`config.mk`:
```
export PLATFORM = sky130hd
export DESIGN_NAME = sorted_priority_queue
export DESIGN_NICKNAME = d
export VERILOG_FILES = /design/src/rtl/core/spq_pkg.sv /design/src/rtl/core/spq_cell.sv /design/src/rtl/core/sorted_priority_queue.sv
export SDC_FILE = /design/constraint.sdc
export NUM_CORES = 1
export LEC_CHECK = 0
export ABC_AREA = 1
export BUFFER_PORTS_ARGS = -buffer_cell sky130_fd_sc_hd__buf_4
export CAP_MARGIN = 15
export CORE_ASPECT_RATIO = 1.25
export CORE_UTILIZATION = 60
export CTS_BUF_LIST = sky130_fd_sc_hd__clkbuf_4 sky130_fd_sc_hd__clkbuf_8
export CTS_CLUSTER_DIAMETER = 30
export DETAILED_ROUTE_END_ITERATION = 8
export PLACE_DENSITY_LB_ADDON = 0.25
export SYNTH_ARGS = -nofsm -noshare
export SYNTH_HDL_FRONTEND = slang
export SYNTH_SLANG_ARGS = --single-unit
```
`constraint.sdc`:
```
create_clock -name clk -period 9.7 [get_ports clk]
set_input_delay 1.455 -clock clk [delete_from_list [all_inputs] [get_ports clk]]
set_output_delay 1.455 -clock clk [all_outputs]
set_load 0.02 [all_outputs]
```
`src/rtl/core/spq_pkg.sv`:
```
// Package for the sorted priority queue: sizes, status and operation codes,
// request/response structs and the per-cell entry and control types.
// Used by every module of the block; depends on nothing.
`default_nettype none

package spq_pkg;

  localparam int DEPTH         = 16;
  localparam int PRIORITY_BITS = 8;
  localparam int PAYLOAD_BITS  = 16;
  localparam int CNT_W         = $clog2(DEPTH + 1);

  localparam logic OP_ENQ = 1'b0;
  localparam logic OP_DEQ = 1'b1;

  typedef enum logic [1:0] {
    ST_DONE  = 2'd0,
    ST_FULL  = 2'd1,
    ST_EMPTY = 2'd2
  } status_t;

  typedef struct packed {
    logic                     operation;
    logic [PRIORITY_BITS-1:0] priority_req;
    logic [PAYLOAD_BITS-1:0]  payload;
  } in_req_t;

  typedef struct packed {
    status_t                  status;
    logic [PRIORITY_BITS-1:0] out_priority;
    logic [PAYLOAD_BITS-1:0]  out_payload;
    logic [CNT_W-1:0]         occupancy;
    logic                     is_empty;
  } out_rsp_t;

  typedef struct packed {
    logic [PRIORITY_BITS-1:0] prio;
    logic [PAYLOAD_BITS-1:0]  pay;
  } entry_t;

  // Broadcast to every cell: insert the new entry, or shift toward the head
  typedef struct packed {
    logic ins;
    logic del;
  } cell_ctl_t;

endpackage

`default_nettype wire

```
`src/rtl/core/spq_cell.sv`:
```
// One slot of the sorted queue: holds an entry and trades it with neighbors.
// Depends on spq_pkg for the entry and control types.
`default_nettype none

module spq_cell import spq_pkg::*; (
  input  wire logic                     clk,
  input  wire cell_ctl_t                ctl,
  input  wire logic                     occupied,
  input  wire logic [PRIORITY_BITS-1:0] new_prio,
  input  wire entry_t                   new_entry,
  input  wire logic                     left_keep,
  input  wire entry_t                   left_entry,
  input  wire entry_t                   right_entry,
  output logic                          keep,
  output entry_t                        entry
);

  entry_t entry_r;
  entry_t entry_nxt;

  // Stay put when the held entry ranks equal or above the new one
  assign keep  = occupied && (entry_r.prio >= new_prio);
  assign entry = entry_r;

  // Choose: hold, take the new entry, take the left entry, or take the right
  always_comb begin
    entry_nxt = entry_r;
    if (ctl.ins && !keep) begin
      entry_nxt = left_keep ? new_entry : left_entry;
    end else if (ctl.del) begin
      entry_nxt = right_entry;
    end
  end

  always_ff @(posedge clk) begin
    entry_r <= entry_nxt;
  end

endmodule

`default_nettype wire

```
`src/rtl/core/sorted_priority_queue.sv`:
```
// Top level of the sorted priority queue: a row of spq_cell slots plus the
// fill count and the response register. Depends on spq_pkg and spq_cell.
//
// Usage: drive in_req and raise start for one cycle per request; a request is
// taken at each rising edge with start high and busy low. busy stays low, so
// a request may be issued every cycle. An enqueue (operation 0) places the
// entry behind every held entry of equal or higher priority; a dequeue
// (operation 1) removes and reports the head entry.
// Each request yields exactly one response on out_rsp, marked by out_valid for
// one cycle, in the cycle after the request was taken. Every cell compares its
// own priority with the new one and moves by at most one slot per request, so
// the whole row moves at the same clock edge as the count, whatever the fill.
// The response carries status (done, full so enqueue dropped, empty so nothing
// dequeued), the dequeued entry or zeros, the occupancy and an empty flag.
// The receiver cannot stall: a response not taken in its cycle is lost.
// Reset (rst_n low, synchronous) empties the queue and clears out_valid; the
// slot contents are not cleared, since only slots below the count are used.
`default_nettype none

module sorted_priority_queue import spq_pkg::*; (
  input  wire logic    clk,
  input  wire logic    rst_n,
  input  wire logic    start,
  output logic         busy,
  input  wire in_req_t in_req,
  output logic         out_valid,
  output out_rsp_t     out_rsp
);

  logic [CNT_W-1:0] count_r;
  logic [CNT_W-1:0] count_nxt;
  logic             out_valid_r;
  out_rsp_t         out_rsp_r;
  out_rsp_t         out_rsp_nxt;

  logic      accept;
  logic      is_full;
  logic      is_none;
  cell_ctl_t ctl;
  entry_t    new_entry;
  entry_t    cell_entry [DEPTH];
  logic      cell_keep  [DEPTH];

  assign busy    = 1'b0;
  assign accept  = start && !busy;
  assign is_full = (count_r == CNT_W'(DEPTH));
  assign is_none = (count_r == '0);

  assign new_entry.prio = in_req.priority_req;
  assign new_entry.pay  = in_req.payload;

  // Broadcast the move to the row; refused requests leave it untouched
  assign ctl.ins = accept && (in_req.operation == OP_ENQ) && !is_full;
  assign ctl.del = accept && (in_req.operation == OP_DEQ) && !is_none;

  // Build the row of slots, head at index 0
  for (genvar i = 0; i < DEPTH; i++) begin : g_cell
    logic   left_keep;
    entry_t left_entry;
    entry_t right_entry;

    if (i == 0) begin : g_head
      assign left_keep  = 1'b1;
      assign left_entry = new_entry;
    end else begin : g_body
      assign left_keep  = cell_keep[i-1];
      assign left_entry = cell_entry[i-1];
    end

    if (i == DEPTH - 1) begin : g_tail
      assign right_entry = cell_entry[i];
    end else begin : g_inner
      assign right_entry = cell_entry[i+1];
    end

    spq_cell u_cell (
      .clk         (clk),
      .ctl         (ctl),
      .occupied    (CNT_W'(i) < count_r),
      .new_prio    (in_req.priority_req),
      .new_entry   (new_entry),
      .left_keep   (left_keep),
      .left_entry  (left_entry),
      .right_entry (right_entry),
      .keep        (cell_keep[i]),
      .entry       (cell_entry[i])
    );
  end

  // Advance the count and form the response
  always_comb begin
    count_nxt   = count_r;
    out_rsp_nxt = '0;
    out_rsp_nxt.status = ST_DONE;
    if (in_req.operation == OP_ENQ) begin
      if (is_full) begin
        out_rsp_nxt.status = ST_FULL;
      end else begin
        count_nxt = count_r + CNT_W'(1);
      end
    end else begin
      if (is_none) begin
        out_rsp_nxt.status = ST_EMPTY;
      end else begin
        count_nxt                = count_r - CNT_W'(1);
        out_rsp_nxt.out_priority = cell_entry[0].prio;
        out_rsp_nxt.out_payload  = cell_entry[0].pay;
      end
    end
    out_rsp_nxt.occupancy = count_nxt;
    out_rsp_nxt.is_empty  = (count_nxt == '0);
  end

  always_ff @(posedge clk) begin
    if (!rst_n) begin
      count_r     <= '0;
      out_valid_r <= 1'b0;
    end else begin
      out_valid_r <= accept;
      if (accept) begin
        count_r <= count_nxt;
      end
    end
  end

  // Hold the response payload from its strobe cycle until the next accepted request
  always_ff @(posedge clk) begin
    if (accept) begin
      out_rsp_r <= out_rsp_nxt;
    end
  end

  assign out_valid = out_valid_r;
  assign out_rsp   = out_rsp_r;

endmodule

`default_nettype wire

```
==> summary.md <==
| Metric | Value |
|---|---|
| Pre-antenna DRT Iters | `7` |
| Post CTS Setup Buffer Count | `0` |
| Final TNS setup | `0 ps` |
| Nature of the critical path endpoint | `flip-flop` |
| RSZ-0062 raised after global routing | `false` |
| Power Internal | `3.86 mW` |
| Number of synthesized flops with an enable pin | `416` |
| Worst slack, placed | `3850 ps` |
| Inserted Clock Buffers | `85` |
| Pwr dens | `210 nW/µm²` |
| Worst slew margin | `13.7%` |
| Post-synthesis sequential area ratio | `48.3%` |
| Largest net degree at the start of global routing | `50` |
| Longest Clk Path Bufs | `3` |
| Commonest cells in the synthesized netlist | `1961 x nand2_1, 416 x edfxtp_1, 342 x nand3_1` |
| Critical path type | `in2reg` |
| Cell taking the most area after synthesis | `edfxtp_1` |
| Synth top area cells | `edfxtp_1 48%, nand2_1 28%, nand3_1 6.5%` |
| Hold Path Class | `reg2reg` |
| Via count | `23958` |
| Vias per cell | `5.91` |
| Post-detailed-route count of antenna-violating nets | `0` |
| Gr usage total | `40.8%` |
| P_leak | `14.2 nW` |
| Netlist Area Pre-Place | `26100 µm²` |
| Horiz. Die Dim | `189 µm` |
| Asr flop ratio synth | `0%` |
| Hold_buf cts | `0` |
| Arrival time worst endpoint | `5430 ps` |
| Area added between synthesis and finish | `8.46%` |
| CTS HTree Levels | `3` |
| Row cnt | `85` |
| Combinational cell fraction of total power | `23.6%` |
| Minimum clock period | `5260 ps` |
| Max Transition Viols Final | `0` |
| Tcrit/Tclk final | `54.3%` |
| Die Y-Extent | `235 µm` |
| Post-layout util | `66.0%` |
| VDD IR max | `0.000150 V` |
| Port buffer count | `60` |
| Vias in the first global route | `22528` |
| Sw frac | `35.1%` |
| Post-synthesis cell count | `3435` |
| GRT overflow | `0` |
| Final worst slack | `4440 ps` |
| Initial antenna violation count | `5` |
| Synthesized area per cell | `7.61 µm²` |
| YS warnings | `0` |
| Outcome | `finished clean` |
| Startpoint Class | `input pin` |
| Fillers | `3776` |
| Clock power share | `32.7%` |
| Clock slew at reported path FFs | `50 ps` |
| Top-count cell post-synth | `nand2_1` |
| Final Hold Viols | `0` |
| Die footprint | `44400 µm²` |
| Highest clock rate | `0.190 GHz` |
| CP Data Required Time | `9870 ps` |
| Placer Congestion | `0.969` |
| Dpl hpwl | `61900 µm` |
| First-pass GRT wire length | `134000 µm` |
| IO Pins | `62` |
| Core footprint | `43000 µm²` |
| Register Area | `12600 µm²` |
| Max-cap violation count | `0` |
| Final wirelength | `90000 µm` |
| Yosys top cell area share | `47.8%` |
| Yosys cell types | `31` |
| Final setup viols | `0` |
| Sw Pwr | `2.09 mW` |
| Clock Skew | `34.9 ps` |
| Clock root buffer | `clkbuf_8` |
| # DRC | `0` |
| Clk_lat worst skew | `700 ps` |
| Nets | `3581` |
| Worst-Margin Slew | `1290 ps` |
| Starting Density | `60.8%` |
| CTS tree | `built` |
| Synth Flop Type | `edfxtp_1` |
| DR iter-0 viols | `3205` |
| CTS-repair resized insts | `0` |
| Layout cells sized above 1 | `8.00%` |
| Footprint of the multi-input gates | `12000 µm²` |
| Max FO, Critical Path | `26` |
| # clock sinks | `422` |
| Syn Nets | `3595` |
| Wire length per cell | `22.2 µm` |
| Reg power frac | `43.6%` |
| Number of synthesized register bits | `422` |
[critical path, stage by stage]
cell and delay [ps]:
buf_4 280, inv_1 490, ha_1 490, nand2_1 70
o21a_1 180, nand2_1 520, nand2_1 640, nand2_2 560
nand2_1 710
[metrics by stage]
stage	total power, mW	area (µm²)	hold slack [ps]	instances
after global placement	3.92	26500	513	3899
after CTS	5.89	28300	542	4052
final	5.95	28300	547	4056
after detailed placement	3.97	26500	506	3899
after floorplan	3.49	26100	494	3435
after global routing	6.20	28300	564	4053
[path summary, 6_finish.rpt]
kind | startpoint | cells after the start | slack, ps | end
min reg2reg | g_cell[5].u_cell.entry[12]$_DFFE_PP_ | 2 | 550 | g_cell[4].u_cell.entry[12]$_DFFE_PP_
max | in_req[22] | 9 | 4440 | g_cell[3].u_cell.entry[14]$_DFFE_PP_
min | g_cell[5].u_cell.entry[12]$_DFFE_PP_ | 2 | 550 | g_cell[4].u_cell.entry[12]$_DFFE_PP_
max reg2reg | count_r[0]$_SDFFE_PN0P_ | 9 | 4990 | g_cell[7].u_cell.entry[1]$_DFFE_PP_
[power by group through the flow]
stage	clock (mW)	combinational (mW)	sequential (mW)
finish	1.95	1.41	2.60
global placement	0	1.31	2.61
floorplan	0	1.00	2.48
CTS	1.95	1.37	2.57
global route	2.03	1.57	2.60
detailed placement	0	1.36	2.61
[cell type report]
type,count,area share (%)
tap,565,2.49
clock buffer,104,4.67
sequential,422,44.5
multi-input combinational,2672,42.3
timing repair buffer,79,2.09
inverter,161,2.23
clock inverter,49,1.66
antenna,4,0.0353
[flip-flops by register name (all words and copies together), names as in the netlist]
register / flops
g_cell.u_cell.entry: 384
out_rsp: 32
count_r: 5
out_valid: 1
[cell families (layout without fill, tap and decap cells)]
group                      after synthesis  count (layout)  synth area share (%)
AOI/OAI and AO/OA                      122             122                  2.61
xor gates and xnor gates                 2               2                0.0670
adders and majority gates              132             132                  6.32
buffers and inverters                  341             393                  5.85
DFF                                    422             422                  48.3
other                                    1               5                0.0143
and+or+nand+nor                       2415            2415                  36.9
[placed cells by master, fill, tap and decap left out, types with 4 or more instances in the layout]
cell type,n
nand3_1,342
clkbuf_4,17
dfxtp_1,6
clkinvlp_4,11
clkinv_4,7
nand2_4,11
buf_4,79
nor2_1,79
o21ai_2,5
nand2_2,15
clkinv_1,10
clkinv_2,13
a21oi_1,41
inv_4,11
o21ai_1,4
o21a_1,15
nand2_1,1961
inv_2,9
bufinv_16,7
inv_1,140
clkbuf_8,87
ha_1,132
diode_2,4
edfxtp_1,416
o21ai_0,55
[per-layer routing]
metal	global-route usage (%)	share of wire, %	up-vias	routed length, µm
li1	-	-	11075	-
met1	51.3	36	10873	32500
met2	60.5	43	1617	38800
met3	10.7	12	391	11100
met4	30.5	8.4	2	7570
met5	0	0.021	-	19
Note: power is estimated with default switching activity, not from simulation.
